==> config.mk <==
export PLATFORM = sky130hd
export DESIGN_NAME = pixel_frame_crc32_msb_first_top_flat
export DESIGN_NICKNAME = d
export VERILOG_FILES = /design/src/design/pfc_pkg.sv /design/src/design/pfc_if.sv /design/src/design/pixel_frame_crc32_msb_first_top.sv /design/src/design/pfc_in_stage.sv /design/src/design/pfc_crc_core.sv /design/src/design/pfc_out_stage.sv /design/src/flat_wrapper.sv
export SDC_FILE = /design/constraint.sdc
export NUM_CORES = 1
export LEC_CHECK = 0
export BUFFER_PORTS_ARGS = -buffer_cell sky130_fd_sc_hd__buf_2
export CORE_MARGIN = 1
export CORE_UTILIZATION = 30
export DETAILED_ROUTE_END_ITERATION = 16
export PLACE_DENSITY_LB_ADDON = 0.3
export SYNTH_ARGS = -nofsm -noshare
export SYNTH_HDL_FRONTEND = slang
export SYNTH_SLANG_ARGS = --single-unit
==> constraint.sdc <==
create_clock -name clk -period 4.8 [get_ports clk]
set_input_delay 0.24 -clock clk [delete_from_list [all_inputs] [get_ports clk]]
set_output_delay 0.24 -clock clk [all_outputs]
set_load 0.05 [all_outputs]
==> src/design/pfc_pkg.sv <==
package pfc_pkg;

	localparam int COMP_W = 10;
	localparam int CRC_W = 32;

	localparam logic [CRC_W-1:0] CRC_POLY = 32'h04C1_1DB7;
	localparam logic [CRC_W-1:0] CRC_INIT = 32'hFFFF_FFFF;

	typedef logic [CRC_W-1:0][CRC_W-1:0] crc_mat_t;

	typedef struct packed {
		logic [COMP_W-1:0] first_comp;
		logic [COMP_W-1:0] second_comp;
		logic [COMP_W-1:0] third_comp;
		logic              first_pixel;
		logic              last_pixel;
	} pix_item_t;

	// column i holds the register after shifting a lone bit i through 32 zero bits
	function automatic crc_mat_t crc_gen_cols();
		crc_mat_t              cols;
		logic [CRC_W-1:0]      v;
		logic                  top;
		for (int i = 0; i < CRC_W; i++) begin
			v = '0;
			v[i] = 1'b1;
			for (int k = 0; k < CRC_W; k++) begin
				top = v[CRC_W-1];
				v = {v[CRC_W-2:0], 1'b0};
				if (top)
					v = v ^ CRC_POLY;
			end
			cols[i] = v;
		end
		return cols;
	endfunction

	localparam crc_mat_t CRC_COLS = crc_gen_cols();

	// a full 32-bit word folded MSB first equals advancing (crc ^ word) by 32 zero bits
	function automatic logic [CRC_W-1:0] crc_fold(input logic [CRC_W-1:0] crc,
		input logic [CRC_W-1:0] word);
		logic [CRC_W-1:0] x;
		logic [CRC_W-1:0] acc;
		x = crc ^ word;
		acc = '0;
		for (int i = 0; i < CRC_W; i++) begin
			if (x[i])
				acc = acc ^ CRC_COLS[i];
		end
		return acc;
	endfunction

endpackage

==> src/design/pfc_if.sv <==
interface pfc_pix_if;
	logic                           valid;
	logic                           ready;
	logic [pfc_pkg::COMP_W-1:0]     first_comp;
	logic [pfc_pkg::COMP_W-1:0]     second_comp;
	logic [pfc_pkg::COMP_W-1:0]     third_comp;
	logic                           first_pixel;
	logic                           last_pixel;

	modport source (output valid, first_comp, second_comp, third_comp, first_pixel,
		last_pixel, input ready);
	modport sink (input valid, first_comp, second_comp, third_comp, first_pixel,
		last_pixel, output ready);
endinterface

interface pfc_crc_if;
	logic                           valid;
	logic                           ready;
	logic [pfc_pkg::CRC_W-1:0]      frame_crc;

	modport source (output valid, frame_crc, input ready);
	modport sink (input valid, frame_crc, output ready);
endinterface

==> src/design/pixel_frame_crc32_msb_first_top.sv <==
// Frame CRC-32 (MPEG-2 form: poly 0x04C11DB7, start all ones, no reflection, no final
// XOR) over a pixel stream, one pixel transaction per clock. Each pixel's three
// components are packed into a 32-bit word (YUV order, or VYU when component_order is
// set via cfg_we/cfg_wdata) and folded MSB first by a 32-bit parallel update. first_pixel
// restarts the CRC; a last_pixel transaction passes the input stage register, and its
// frame_crc is loaded into the output register once that is free; the CRC restarts
// after every frame. Pixels are taken every cycle; the input stalls only when a frame
// result is due while the previous one still waits in the output register. Change
// component_order only while idle.
module pixel_frame_crc32_msb_first_top #(
	parameter int COMPONENT_BITS = 10
) (
	input  logic         clk,
	input  logic         arst_n,
	input  logic         cfg_we,
	input  logic         cfg_wdata,
	pfc_pix_if.sink      pix,
	pfc_crc_if.source    crc
);

	logic                        valid_s1;
	pfc_pkg::pix_item_t          item_s1;
	logic                        advance;
	logic                        out_free;
	logic                        res_load;
	logic [pfc_pkg::CRC_W-1:0]   res_crc;

	pfc_in_stage u_in (
		.clk      (clk),
		.arst_n   (arst_n),
		.pix      (pix),
		.advance  (advance),
		.valid_s1 (valid_s1),
		.item_s1  (item_s1)
	);

	pfc_crc_core #(
		.COMPONENT_BITS (COMPONENT_BITS)
	) u_core (
		.clk       (clk),
		.arst_n    (arst_n),
		.cfg_we    (cfg_we),
		.cfg_wdata (cfg_wdata),
		.valid_s1  (valid_s1),
		.item_s1   (item_s1),
		.out_free  (out_free),
		.advance   (advance),
		.res_load  (res_load),
		.res_crc   (res_crc)
	);

	pfc_out_stage u_out (
		.clk      (clk),
		.arst_n   (arst_n),
		.res_load (res_load),
		.res_crc  (res_crc),
		.out_free (out_free),
		.crc      (crc)
	);

endmodule

==> src/design/pfc_in_stage.sv <==
module pfc_in_stage (
	input  logic                 clk,
	input  logic                 arst_n,
	pfc_pix_if.sink              pix,
	input  logic                 advance,
	output logic                 valid_s1,
	output pfc_pkg::pix_item_t   item_s1
);

	assign pix.ready = !valid_s1 || advance;

	always_ff @(posedge clk or negedge arst_n) begin
		if (!arst_n) begin
			valid_s1 <= 1'b0;
		end else if (pix.ready) begin
			valid_s1 <= pix.valid;
		end
	end

	always_ff @(posedge clk) begin
		if (pix.valid && pix.ready) begin
			item_s1.first_comp  <= pix.first_comp;
			item_s1.second_comp <= pix.second_comp;
			item_s1.third_comp  <= pix.third_comp;
			item_s1.first_pixel <= pix.first_pixel;
			item_s1.last_pixel  <= pix.last_pixel;
		end
	end

endmodule

==> src/design/pfc_crc_core.sv <==
module pfc_crc_core #(
	parameter int COMPONENT_BITS = 10
) (
	input  logic                        clk,
	input  logic                        arst_n,
	input  logic                        cfg_we,
	input  logic                        cfg_wdata,
	input  logic                        valid_s1,
	input  pfc_pkg::pix_item_t          item_s1,
	input  logic                        out_free,
	output logic                        advance,
	output logic                        res_load,
	output logic [pfc_pkg::CRC_W-1:0]   res_crc
);

	localparam int PACK_W = 3 * COMPONENT_BITS;

	logic                        order_q;
	logic [pfc_pkg::CRC_W-1:0]   crc_q;
	logic [pfc_pkg::CRC_W-1:0]   crc_base;
	logic [pfc_pkg::CRC_W-1:0]   word;
	logic [COMPONENT_BITS-1:0]   ca;
	logic [COMPONENT_BITS-1:0]   cb;
	logic [COMPONENT_BITS-1:0]   cc;
	logic [PACK_W-1:0]           packed_w;

	// narrower components keep their low bits only
	assign ca = item_s1.first_comp[COMPONENT_BITS-1:0];
	assign cb = item_s1.second_comp[COMPONENT_BITS-1:0];
	assign cc = item_s1.third_comp[COMPONENT_BITS-1:0];

	always_comb begin
		if (order_q)
			packed_w = {cc, ca, cb};
		else
			packed_w = {ca, cb, cc};
	end

	assign word     = pfc_pkg::CRC_W'(packed_w);
	assign crc_base = item_s1.first_pixel ? pfc_pkg::CRC_INIT : crc_q;
	assign res_crc  = pfc_pkg::crc_fold(crc_base, word);

	// a frame end waits for room in the output register; other pixels never stall
	assign advance  = valid_s1 && (!item_s1.last_pixel || out_free);
	assign res_load = advance && item_s1.last_pixel;

	always_ff @(posedge clk or negedge arst_n) begin
		if (!arst_n) begin
			order_q <= 1'b0;
		end else if (cfg_we) begin
			order_q <= cfg_wdata;
		end
	end

	always_ff @(posedge clk or negedge arst_n) begin
		if (!arst_n) begin
			crc_q <= pfc_pkg::CRC_INIT;
		end else if (advance) begin
			crc_q <= item_s1.last_pixel ? pfc_pkg::CRC_INIT : res_crc;
		end
	end

endmodule

==> src/design/pfc_out_stage.sv <==
module pfc_out_stage (
	input  logic                        clk,
	input  logic                        arst_n,
	input  logic                        res_load,
	input  logic [pfc_pkg::CRC_W-1:0]   res_crc,
	output logic                        out_free,
	pfc_crc_if.source                   crc
);

	logic                        valid_s2;
	logic [pfc_pkg::CRC_W-1:0]   crc_s2;

	assign out_free      = !valid_s2 || crc.ready;
	assign crc.valid     = valid_s2;
	assign crc.frame_crc = crc_s2;

	always_ff @(posedge clk or negedge arst_n) begin
		if (!arst_n) begin
			valid_s2 <= 1'b0;
		end else if (res_load) begin
			valid_s2 <= 1'b1;
		end else if (crc.ready) begin
			valid_s2 <= 1'b0;
		end
	end

	always_ff @(posedge clk) begin
		if (res_load)
			crc_s2 <= res_crc;
	end

endmodule

==> src/flat_wrapper.sv <==
// flat-port wrapper written by rule: the top's interface ports become plain ports
module pixel_frame_crc32_msb_first_top_flat 
#(
	parameter int COMPONENT_BITS = 10
)
  (clk, arst_n, cfg_we, cfg_wdata, pix_valid, pix_first_comp, pix_second_comp, pix_third_comp, pix_first_pixel, pix_last_pixel, pix_ready, crc_valid, crc_frame_crc, crc_ready);
  pfc_pix_if pix_i ();
  pfc_crc_if crc_i ();
  input  logic clk;
  input  logic arst_n;
  input  logic cfg_we;
  input  logic cfg_wdata;
  input wire logic [$bits(pix_i.valid)-1:0] pix_valid;
  input wire logic [$bits(pix_i.first_comp)-1:0] pix_first_comp;
  input wire logic [$bits(pix_i.second_comp)-1:0] pix_second_comp;
  input wire logic [$bits(pix_i.third_comp)-1:0] pix_third_comp;
  input wire logic [$bits(pix_i.first_pixel)-1:0] pix_first_pixel;
  input wire logic [$bits(pix_i.last_pixel)-1:0] pix_last_pixel;
  output wire logic [$bits(pix_i.ready)-1:0] pix_ready;
  output wire logic [$bits(crc_i.valid)-1:0] crc_valid;
  output wire logic [$bits(crc_i.frame_crc)-1:0] crc_frame_crc;
  input wire logic [$bits(crc_i.ready)-1:0] crc_ready;
  assign pix_i.valid = pix_valid;
  assign pix_i.first_comp = pix_first_comp;
  assign pix_i.second_comp = pix_second_comp;
  assign pix_i.third_comp = pix_third_comp;
  assign pix_i.first_pixel = pix_first_pixel;
  assign pix_i.last_pixel = pix_last_pixel;
  assign pix_ready = pix_i.ready;
  assign crc_valid = crc_i.valid;
  assign crc_frame_crc = crc_i.frame_crc;
  assign crc_i.ready = crc_ready;
  pixel_frame_crc32_msb_first_top #(.COMPONENT_BITS(COMPONENT_BITS)) u_core (.clk(clk), .arst_n(arst_n), .cfg_we(cfg_we), .cfg_wdata(cfg_wdata), .pix(pix_i), .crc(crc_i));
endmodule
## Word level (Yosys, flattened, before mapping)

Cells that the tools add are included.

- Reduce and logical (&&, ||, !) cells: 10
- Bitwise gates (word level): 32
- Muxes and demuxes: 37

Operators by type and width:

| operator | count |
|---|---|
| $mux W32 | 15 |
| $mux W31 | 6 |
| $mux W30 | 5 |
| $not A13 Y13 | 9 |
| $mux W29 | 3 |
| $not A14 Y14 | 5 |
| $not A15 Y15 | 4 |
| $mux W28 | 2 |
| $mux W27 | 2 |
| $not A12 Y12 | 4 |
| $not A16 Y16 | 3 |
| $not A18 Y18 | 2 |
| $xor A32 B30 Y32 | 1 |
| $mux W26 | 1 |
| $mux W25 | 1 |
| $not A11 Y11 | 2 |
| $not A20 Y20 | 1 |
| $not A17 Y17 | 1 |
| $logic_and A1 B1 Y1 | 3 |
| $logic_not A1 Y1 | 3 |
| $logic_or A1 B1 Y1 | 3 |
| $mux W1 | 2 |
| $reduce_bool A2 Y1 | 1 |

- Bits in registers: 99
- Output and inout port bits: 34
- Logic and storage cells: 89
- Input bits: 38

## Longest topological paths before layout

Gate-level depths: netlist (run 1).

- Depth after elaboration: 66
- Depth in mapped cells: 10
- Gate-level depth less buffers: 7

## Hierarchy

A second synthesis (run 1) with hierarchy kept.

- Cell total of the unflattened synthesis: 450
- Area, all modules: 7123.1 µm²

Modules (own cells, without submodules):

| module | instances | area each (µm²) | cells an instance | sequential area each (µm²) |
|---|---|---|---|---|
| pfc_crc_core | 1 | 5099.9 | 379 | 865.8 |
| pfc_in_stage | 1 | 1014.7 | 36 | 985.9 |
| pfc_out_stage | 1 | 1008.5 | 35 | 985.9 |

## Least setup slack after synthesis (run 1)

OpenSTA, ideal clock, no wires.

- Kind: reg2reg
- From: register u_core.u_core.order_q
- To: register u_core.u_out.crc_s2 (netlist bit u_core.u_out.crc.frame_crc[29]) (data pin)
- Setup time: 0.266 ns
- Setup slack: 2.144 ns
- Stages on the path, launching flop included: 10
- Required time: 4.534 ns
- Clock period less this slack: 2.656 ns
- Buffers on the path: 3
- Data arrival time: 2.390 ns
- Cells stage by stage: dfrtp_1 buf_6 buf_12 buf_12 mux2i_2 xor2_2 xor3_1 xnor3_2 xnor2_2 xnor2_1

- Longest elaborated chain between the ends: 38

Ends and longest elaborated chain:

| item | RTL line | RTL |
|---|---|---|
| from (decl) | pfc_crc_core.sv:18 | `logic order_q;` |
| from (signal assigned) | pfc_crc_core.sv:51 | `order_q <= cfg_wdata;` |
| $mux W30 (*) | pfc_crc_core.sv:33 | `if (order_q)` |
| $xor A32 B30 Y32 (*) | pfc_pkg.sv:45 | `x = crc ^ word;` |
| $mux W30 | pfc_pkg.sv:48 | `if (x[i])` |
| $mux W31 | pfc_pkg.sv:48 |  |
| $mux W32 | pfc_pkg.sv:48 |  |
| $not A15 Y15 (no source line) | n/a |  |
| $mux W30 | pfc_pkg.sv:48 |  |
| $not A15 Y15 (no source line) | n/a |  |
| (+22 left out) | n/a |  |
| $mux W32 | pfc_pkg.sv:48 |  |
| $not A17 Y17 (no source line) | n/a |  |
| $mux W32 | pfc_pkg.sv:48 |  |
| $not A18 Y18 (no source line) | n/a |  |
| $mux W32 (*) (2 in series) | pfc_pkg.sv:48 |  |
| $not A18 Y18 (no source line) | n/a |  |
| $mux W32 (*) | pfc_pkg.sv:48 |  |
| net u_core.res_crc, one bit | pixel_frame_crc32_msb_first_top.sv:26 | `logic [pfc_pkg::CRC_W-1:0] res_crc;` |
| to (signal assigned) | pfc_out_stage.sv:29 | `crc_s2 <= res_crc;` |
| to (decl) | pfc_out_stage.sv:11 | `logic [pfc_pkg::CRC_W-1:0] crc_s2;` |

Mark *: on every way through the listed nets, which the timed path passes. The rest lies on a longest branch.
A chain may end at the register's enable or synchronous reset.

## Final worst setup path (run 1)

- From: register u_core.u_core.order_q
- To: register u_core.u_core.crc_q[4] (netlist bit)

- Longest elaborated chain between the ends: 51

Ends and longest elaborated chain:

| item | RTL line | RTL |
|---|---|---|
| $mux W30 (*) | pfc_crc_core.sv:33 |  |
| $xor A32 B30 Y32 (*) | pfc_pkg.sv:45 |  |
| $mux W27 | pfc_pkg.sv:48 |  |
| $mux W28 | pfc_pkg.sv:48 |  |
| $not A14 Y14 (no source line) | n/a |  |
| $mux W29 | pfc_pkg.sv:48 |  |
| $not A14 Y14 (no source line) | n/a |  |
| $mux W30 | pfc_pkg.sv:48 |  |
| (+36 left out) | n/a |  |
| $not A18 Y18 (no source line) | n/a |  |
| $mux W32 (*) | pfc_pkg.sv:48 |  |
| $not A13 Y13 (no source line) | n/a |  |
| $mux W32 (*) | pfc_pkg.sv:48 |  |
| $not A18 Y18 (no source line) | n/a |  |
| $mux W32 (*) | pfc_pkg.sv:48 |  |
| net u_core.res_crc, one bit | pixel_frame_crc32_msb_first_top.sv:26 |  |
| $mux W32 (*) | pfc_crc_core.sv:59 | `crc_q <= item_s1.last_pixel ? pfc_pkg::CRC_INIT : res_crc;` |
| to (signal assigned) | pfc_crc_core.sv:57 | `crc_q <= pfc_pkg::CRC_INIT;` |
| to (signal assigned) | pfc_crc_core.sv:59 |  |
| to (decl) | pfc_crc_core.sv:19 | `logic [pfc_pkg::CRC_W-1:0] crc_q;` |

Marked as above.

==> summary.md, run 1 <==
| Metric | Value |
|---|---|
| Post-DRT Antenna Nets | 0 |
| Area Overhead vs Synth | 13.91% |
| Fin. Hold Viols | 0 |
| Kind of critical path | flip-flop to flip-flop |
| Layout cells sized above 1 | 34.95% |
| Max Fclk | 0.2922 GHz |
| Die X | 152.7 µm |
| Die Area | 23330 µm² |
| Shortest period the worst path allows | 3.423 ns |
| Syn Nets | 517 |
| WP data arrival | 3.72 ns |
| Drt pass-1 iters | 10 |
| Setup violators final | 0 |
| Worst skew pair latency | 0.35 ns |
| RSZ-0062 raised after global routing | false |
| First-pass GRT wire length | 26140 µm |
| Worst setup SP type | flip-flop |
| GPL Wtd Cong | 0.8745 |
| Post-synthesis sequential area ratio | 41.63% |
| CTS Hold Bufs | 0 |
| Synth top area share | 28.19% |
| PostCTS Resize Cnt | 0 |
| DR DRC count | 3 |
| NumNets Final | 591 |
| Initial antenna violation count | 0 |
| Total gr overflow | 0 |
| Final wirelength | 16950 µm |
| Clock net sink count | 99 |
| H-tree level count | 3 |
| Hpwl dp | 13280 µm |
| WL met2 | 7714 µm |
| M1 WL | 8080 µm |
| Routed len/inst | 20.23 µm |
| Post-CTS Setup Inserts | 0 |
| GRT Resource Usage Total | 15.41% |
| Synth cell types | 32 |
| Slew HR | 28.31% |
| Synth area leaders | edfxtp_1, xnor2_1, dfstp_2, xor2_2, xor2_1 |
| Via-per-instance ratio | 4.430 |
| Crit-path max FO | 15 |
| Violated checks | design-rule violations |
| Via count | 3712 |
| Outcome | complete, but fails checks |
| Fin Setup TNS | 0 ns |
| CTS tree | built |
| Synthesis Warnings | 0 |
| Syn Inst Count | 479 |
| Core area | 22030 µm² |
| Top Ports | 72 |
| Yosys top cell by area | edfxtp_1 |
| I/O Buffers | 71 |
| Total CTS buffers | 9 |
| Period utilization | 71.30% |
| Clk buf depth | 2 |
| Worst-margin pin slew | 1.072 ns |
| Site row count | 54 |
| Number of global-route vias before repair | 4031 |
| CP endpoint kind | flip-flop |
| Initial DRC Count | 244 |
| Highest routed layer | met4 |
| Routed wl met3 | 603 µm |
| Initial Utilization | 30.95% |
| Worst min-delay path category | input port to async pin |
| Flops & latches, synth | 99 |
| Mapped Avg Cell Area | 14.23 µm² |
| Clock slew at reported path FFs | 0.07 ns |
| Largest net degree at the start of global routing | 41 |
| Maxcap violations | 0 |
| Endpoint required time on the critical path | 5.10 ns |
| Chip height | 152.7 µm |
| Pins Over Slew Limit | 0 |
| Setup Skew | 0.008178 ns |
| Root Buffer | clkbuf_16 |
| ANT cells | 0 |
| Syn Std Cell Area | 6817 µm² |
-- cell usage after synthesis, drive strengths merged --
cell type and count:
xnor2 154, xor2 77, edfxtp 64, nor2 40, dfstp 32, o22a 32
mux2i 30, xnor3 17, buf 10, clkbuf 6, xor3 5, dfrtp 3
and2 2, nand2b 2, a21boi 1, mux2 1, nand3 1, nor2b 1
or2 1
-- routing by layer --
metal | track usage, % | vias up
met4 | 6.109 | 0
met2 | 24.16 | 88
li1 | - | 1743
met5 | 0 | -
met1 | 20.93 | 1855
met3 | 2.986 | 26
-- sequential cells by signal (all words and copies together) (netlist names) --
register / cells
u_core.u_core.crc_q: 32
u_core.u_core.order_q: 1
u_core.u_in.item_s1: 32
u_core.u_in.valid_s1: 1
u_core.u_out.crc.frame_crc: 32
u_core.u_out.crc.valid: 1
-- worst paths after layout --
path,from,end,slack (ns),depth (start not counted)
max in group asynchronous,arst_n,u_core.u_core.order_q,4.16,1
min reg2reg,u_core.u_core.crc_q[2],u_core.u_core.crc_q[2],0.57,1
max,u_core.u_core.order_q,u_core.u_core.crc_q[4],1.38,8
max reg2reg,u_core.u_core.order_q,u_core.u_core.crc_q[4],1.38,8
min in group clk,pix_second_comp[5],u_core.u_in.item_s1[17],0.06,1
min,arst_n,u_core.u_out.crc.valid,0.02,1
-- cell type report --
cell class	instances	area [µm²]
fillers	2183	14260
clock buffers	11	232.7
multi-input cells	364	3867
well taps	280	350.3
clock inverters	5	60.06
flip-flops and latches	99	2839
repair buffers	79	415.4
-- kinds of logic (layout without fill, tap and decap cells) --
kind of cell	Yosys count	count (layout)	share of synthesized area, %
buffers and inverters	16	95	1.689
and+or+nand+nor	47	47	2.863
xor gates and xnor gates	253	253	43.45
muxes	31	31	6.149
DFF	99	99	41.63
AOI/OAI and AO/OA	33	33	4.222
-- cells in the final DEF (no fill, tap or decap) --
cell	n
clkbuf_16	9
mux2i_1	13
edfxtp_1	64
mux2i_2	12
dfrtp_2	1
xnor3_2	2
xnor2_2	10
a21boi_2	1
dfrtp_1	2
mux2i_4	5
inv_6	2
o22a_1	32
nand3_1	1
dfstp_2	32
xor2_1	45
clkinvlp_4	1
xnor2_4	2
nor2_2	1
nor2_1	39
clkinv_2	1
and2_1	2
buf_4	8
xnor3_1	15
nand2b_1	2
mux2_2	1
xor3_1	3
nor2b_1	1
xor2_2	25
xor2_4	7
xnor2_1	142
or2_2	1
xor3_2	2
bufinv_16	1
buf_2	71
clkbuf_1	2
-- per-stage QoR --
stage / cells / utilization (%) / cell area [µm²] / setup WS [ns] / hold slack [ns]
6_report: 838 / 35.25 / 7765 / 1.377 / 0.02084
5_1_grt: 838 / 35.25 / 7765 / 1.200 / 0.03774
4_1_cts: 838 / 35.25 / 7765 / 1.346 / 0.04217
3_5_place_dp: 822 / 33.92 / 7472 / 1.355 / 0.4181
3_3_place_gp: 822 / 33.92 / 7472 / 1.345 / 0.4106
2_1_floorplan: 479 / - / 6817 / 2.144 / -0.05559
-- worst max-delay path, stage by stage, from the launching register on --
cell     delay, ns
dfrtp_2       0.66
buf_4         0.32
mux2i_1       0.31
xor2_2        0.61
xor2_1        0.41
xnor2_1       0.20
xnor3_1       0.35
xnor2_1       0.32
o22a_1        0.18
Power of run 1 is left out: the tool's default activity adds up to more than one toggle a clock period on the data nets, which glitch-free logic cannot reach.
==> inputs of run 2 (changes only) <==
==> constraint.sdc (replaced) <==
create_clock -name clk -period 3.1 [get_ports clk]
set_input_delay 0.155 -clock clk [delete_from_list [all_inputs] [get_ports clk]]
set_output_delay 0.155 -clock clk [all_outputs]
set_load 0.05 [all_outputs]
==> run 2 against run 1 <==
Against the previous run: the flow now finishes without violations; die area unchanged; routed wire length up 6.9%; utilization increased by 3.7 points; non-clock buffer count rose by 91; setup slack got worse by 1.2 ns; design area increased by 10%; via count up 9.0%; clock skew shrank 0.0024 ns; first-iteration DRC count fell by 3.3%; critical path depth rose by 1; final cell count grew 11%; sequential share of layout area shrank 3.5 points; critical path type unchanged; critical endpoint is now u_core.u_core.crc_q[24]; highest routed layer unchanged.
==> summary.md, run 2 (synthesis results as in run 1) <==
| Metric | Value |
|---|---|
| Outcome | completed |
| Post-CTS Setup Inserts | 0 |
| Worst R2R End | u_core.u_core.crc_q[24] |
| Chip height | 152.7 µm |
| FF-to-FF setup slack | 0.13 ns |
| Hpwl dp | 14370 µm |
| Max Fclk | 0.3367 GHz |
| Most frequent cells in the layout | xnor2_1, buf_2, edfxtp_1, buf_4, xor2_1 |
| Clock slew at reported path FFs | 0.07 ns |
| Slew HR | 38.93% |
| Clock net sink count | 99 |
| Crit-path max FO | 9 |
| Top Ports | 72 |
| GPL Wtd Cong | 0.9000 |
| Layout cells sized above 1 | 39.29% |
| Setup Skew | 0.005803 ns |
| Clk buf depth | 2 |
| Commonest non-fill, non-tap cell in the layout | xnor2_1 |
| Worst setup SP type | flip-flop |
| CP startpoint | u_core.u_core.order_q |
| Drt pass-1 iters | 6 |
| Worst min-delay path category | input port to flip-flop |
| Worst skew pair latency | 0.35 ns |
| Hold depth | 2 |
| CP endpoint kind | flip-flop |
| Worst Reg-to-Reg Cells | 9 |
| Fill cell count | 2118 |
| Area Overhead vs Synth | 25.83% |
| Pins Over Slew Limit | 0 |
| Endpoint required time on the critical path | 3.40 ns |
| Final wirelength | 18120 µm |
| RR Startpoint | u_core.u_core.order_q |
| Total gr overflow | 0 |
| CTS tree | built |
| Capture point of the worst path | u_core.u_core.crc_q[24] |
| Pre-CTS setup slack | 0.06620 ns |
| Core area | 22030 µm² |
| Setup slack after layout | 0.1297 ns |
| Post-DRT Antenna Nets | 0 |
| Via-per-instance ratio | 4.354 |
| Number of global-route vias before repair | 4364 |
| Initial antenna violation count | 0 |
| Via count | 4045 |
| Largest net degree at the start of global routing | 36 |
| Worst-margin pin slew | 0.9160 ns |
| WP data arrival | 3.27 ns |
| DR DRC count | 0 |
| GRT Resource Usage Total | 16.18% |
| First-pass GRT wire length | 27440 µm |
| Maxcap violations | 0 |
| Shortest period the worst path allows | 2.970 ns |
| Period utilization | 95.82% |
| Setup violators final | 0 |
| ANT cells | 0 |
| Fin. Hold Viols | 0 |
| H-tree level count | 3 |
| Kind of critical path | flip-flop to flip-flop |
| Site row count | 54 |
| Total CTS buffers | 9 |
| Post-Route Utilization | 38.94% |
| NumNets Final | 682 |
| Die X | 152.7 µm |
| RSZ-0062 raised after global routing | false |
| Routed len/inst | 19.51 µm |
| Root Buffer | clkbuf_16 |
| Die Area | 23330 µm² |
| I/O Buffers | 71 |
| Fin Setup TNS | 0 ns |
| Initial DRC Count | 236 |
| Initial Utilization | 30.95% |
-- run 2: per-layer routing --
layer  track usage [%]  wire, µm  up-vias
met2             26.32      8510       92
met4             3.463       197        0
met5                 0         0        -
met3             3.015       759       15
met1             22.37      8653     2012
li1                  -         -     1926
-- run 2: metrics by stage --
stage	hold slack [ns]	cell area, µm²	instances
finish	0.04113	8577	929
global route	0.03556	8577	929
CTS	0.02953	8573	929
detailed placement	0.3331	7938	879
global placement	0.3310	7938	879
floorplan	-0.1406	6817	479
-- run 2: worst min path at each step --
| stage | from | endpoint |
|---|---|---|
| finish | cfg_wdata | u_core.u_core.order_q |
| global route | cfg_wdata | u_core.u_core.order_q |
| CTS | cfg_wdata | u_core.u_core.order_q |
| detailed placement | pix_second_comp[8] | u_core.u_in.item_s1[20] |
| global placement | arst_n | u_core.u_core.order_q |
| floorplan | arst_n | u_core.u_core.order_q |
-- run 2: timing repair --
item,in CTS,in global routing
endpoints found under the setup margin,0,3
resized for setup,0,1
hold endpoints to repair,36,0
hold buffers,34,0
-- run 2: cell type report --
cell class / count / area [µm²] / area share [%]
Multi-Input combinational cell: 364 / 3871 / 45.13
Sequential cell: 99 / 2839 / 33.10
Timing Repair Buffer: 170 / 1221 / 14.24
Tap cell: 280 / 350.3 / 4.085
Clock buffer: 10 / 239.0 / 2.786
Clock inverter: 6 / 56.30 / 0.6565
-- run 2: worst max-delay path, stage by stage, from the launching register on --
cell     delay [ns]
dfrtp_2        0.51
buf_4          0.25
mux2i_2        0.46
xnor2_1        0.31
xnor2_2        0.23
buf_4          0.20
xnor2_1        0.26
xnor2_1        0.24
xor2_1         0.30
o22a_1         0.17
Power of run 2 is left out for the same reason.
==> inputs of run 3 (changes only) <==
--- a/config.mk
+++ b/config.mk
@@ -5,6 +5,7 @@
 export SDC_FILE = /design/constraint.sdc
 export NUM_CORES = 1
 export LEC_CHECK = 0
+export ABC_AREA = 1
 export BUFFER_PORTS_ARGS = -buffer_cell sky130_fd_sc_hd__buf_2
 export CORE_MARGIN = 1
 export CORE_UTILIZATION = 30
==> run 3 against run 2 <==
Against the previous run: utilization fell by 3.3 points; sequential share of layout area fell by 7.1 points; largest cell class unchanged; critical path depth rose by 5; the flow now finishes with violations (negative hold slack); synthesized cell count rose to 3.1 times the previous value; fmax rose by 2.4%; final cell count rose by 120%; design area rose by 27%; non-clock buffer count fell by 34; sequential cell count did not move; global-route usage rose by 7.5 points; routed wire length rose by 100%.
==> summary.md, run 3 <==
| Metric | Value |
|---|---|
| Clock power share | 9.7% |
| Shortest period the worst path allows | 2.901 ns |
| Total power | 0.01158 W |
| CTS tree | built |
| Die X | 178.5 µm |
| Syn Std Cell Area | 9345 µm² |
| Lkg Pwr | 5.836 nW |
| Core area | 30590 µm² |
| I/O Buffers | 71 |
| Fin Setup TNS | 0 ns |
| Worst VDD drop | 259.2 µV |
| Max incr delay on CP | 0.42 ns |
| Area of the multi-input gates | 5703 µm² |
| Pre-CTS setup slack | 0.2493 ns |
| Mapped Avg Cell Area | 6.323 µm² |
| CP endpoint kind | flip-flop |
| Post-synthesis sequential area ratio | 30.37% |
| Violated checks | negative hold slack |
| Cell seen most often among critical-path stages | nand2_1 |
| Worst-margin pin slew | 1.010 ns |
| Synth area leaders | nand2_1, edfxtp_1, dfstp_2, nand3_1, inv_1 |
| Max Fclk | 0.3447 GHz |
| Layout cells sized above 1 | 14.19% |
| Final hold slack | -0.02791 ns |
| Cell Chain, Critical Path | buf_12, inv_1, nand2_1, nand3_1, nand2_1, buf_4, xnor2_1, buf_4, xor2_1, nand2_1, nand2_1, nand2_1, nand2_1, inv_1 |
| Period utilization | 93.57% |
| CP bufs+invs | 5 |
| ANT cells | 0 |
| Chip height | 178.5 µm |
| Synthesis Warnings | 0 |
| DR DRC count | 0 |
| Initial Utilization | 30.55% |
| Total gr overflow | 0 |
| Initial antenna violation count | 0 |
| Slew HR | 32.66% |
| Clk buf depth | 2 |
| Worst setup SP type | flip-flop |
| Clock net sink count | 99 |
| Post-synth EDFFs | 64 |
| Endpoint required time on the critical path | 3.22 ns |
| PostCTS Resize Cnt | 0 |
| Maxcap violations | 0 |
| Switching part of the total power | 55.02% |
| Synth cell types | 30 |
| CP max stage cell | edfxtp_1 |
| GPL Wtd Cong | 0.9714 |
| Worst min-delay path category | input port to async pin |
| Site row count | 64 |
| Final wirelength | 36810 µm |
| GRT Resource Usage Total | 23.71% |
| Top Ports | 72 |
| Outcome | complete, but fails checks |
| Initial DRC Count | 793 |
| Area Overhead vs Synth | 16.76% |
| Synth top area share | 30.33% |
| Switch Pwr | 0.006372 W |
| Asr flop ratio synth | 35.35% |
| Syn Inst Count | 1478 |
| Drt pass-1 iters | 6 |
| Setup violators final | 0 |
| Most frequent cells after synthesis | nand2_1, nand3_1, inv_1 |
| Setup Skew | 0.005168 ns |
| H-tree level count | 3 |
| RSZ-0062 raised after global routing | false |
| Syn Nets | 1516 |
| Commonest non-fill, non-tap cell in the layout | nand2_1 |
| Combinational share of power | 69.9% |
| Pins Over Slew Limit | 0 |
| Via count | 9522 |
| Worst skew pair latency | 0.37 ns |
| Fill cell count | 3324 |
| Internal | 0.005210 W |
| Kind of critical path | flip-flop to flip-flop |
| Crit-path leading delay family | buffers and inverters |
| WP data arrival | 3.02 ns |
| Most frequent cells in the layout | nand2_1, nand3_1, inv_1, buf_2, edfxtp_1 |
| Post-CTS Setup Inserts | 0 |
| CTS Hold Bufs | 34 |
| Setup slack after layout | 0.1993 ns |
| Via-per-instance ratio | 4.754 |
| Hpwl dp | 28460 µm |
| Register area | 2838 µm² |
| Pwr Density | 1061 nW/µm² |
| Root Buffer | clkbuf_16 |
| First-pass GRT wire length | 53900 µm |
| Routed len/inst | 18.38 µm |
| NumNets Final | 1640 |
| Flops & latches, synth | 99 |
| Yosys top cell by area | nand2_1 |
| Ys flop type | edfxtp_1 |
| Fin. Hold Viols | 3 |
| Post-DRT Antenna Nets | 0 |
| Reg power frac | 20.4% |
| Number of global-route vias before repair | 8683 |
| Total CTS buffers | 9 |
| Count leader, synth | nand2_1 |
| Crit-path max FO | 33 |
| FF-to-FF setup slack | 0.20 ns |
| Clock slew at reported path FFs | 0.07 ns |
| Die Area | 31860 µm² |
| Largest net degree at the start of global routing | 36 |
[run 3: cell type report]
class,instances,area share (%)
clock buffers,13,2.385
clock inverters,3,0.1949
inverters,164,5.642
multi-input cells,1192,52.26
flip-flops and latches,99,26.01
well taps,396,4.541
repair buffers,136,8.967
[run 3: kinds of logic (layout without fill, tap and decap cells)]
family                    after synthesis  after routing  share of synthesized area, %
and+or+nand+nor                      1053           1053                         47.17
buffers and inverters                 187            316                         8.636
xor gates and xnor gates              120            120                         12.77
DFF                                    99             99                         30.37
AOI/OAI and AO/OA                      19             19                         1.058
[run 3: final timing paths]
check,startpoint,to,depth (start not counted)
max in group asynchronous,arst_n,u_core.u_core.order_q,1
max,u_core.u_in.item_s1[1],u_core.u_out.crc.frame_crc[16],14
min reg2reg,u_core.u_core.crc_q[21],u_core.u_core.crc_q[21],2
min,arst_n,u_core.u_out.crc.valid,1
max reg2reg,u_core.u_in.item_s1[1],u_core.u_out.crc.frame_crc[16],14
min in group clk,pix_valid,u_core.u_in.valid_s1,3
[run 3: metrics by stage]
stage               area [µm²]  hold slack (ns)  utilization, %  std cells
global placement         10290           0.3311           33.64       1953
detailed placement       10290           0.3331           33.64       1953
finish                   10910         -0.02791           35.67       2003
floorplan                 9345          -0.1406               -       1478
CTS                      10910         0.007319           35.67       2003
global route             10910          0.03741           35.67       2003
[run 3: per-layer routing]
layer / track usage (%) / vias to the layer above / wire [µm] / part of all wire [%]
met5: 0 / - / 0 / 0
met4: 9.958 / 0 / 1344 / 3.7
met3: 3.495 / 73 / 2517 / 6.8
met2: 36.97 / 335 / 16300 / 44
met1: 32.47 / 4315 / 16650 / 45
li1: - / 4799 / - / -
[run 3: power by group through the flow]
stage | registers [W] | logic (W) | clock network, W
final | 0.00236 | 0.00810 | 0.00113
after global routing | 0.00238 | 0.00899 | 0.00120
after CTS | 0.00235 | 0.00806 | 0.00115
after detailed placement | 0.00237 | 0.00801 | 0
after global placement | 0.00238 | 0.00794 | 0
after floorplan | 0.00284 | 0.00530 | 0
Note: power is estimated with default switching activity, not from simulation.
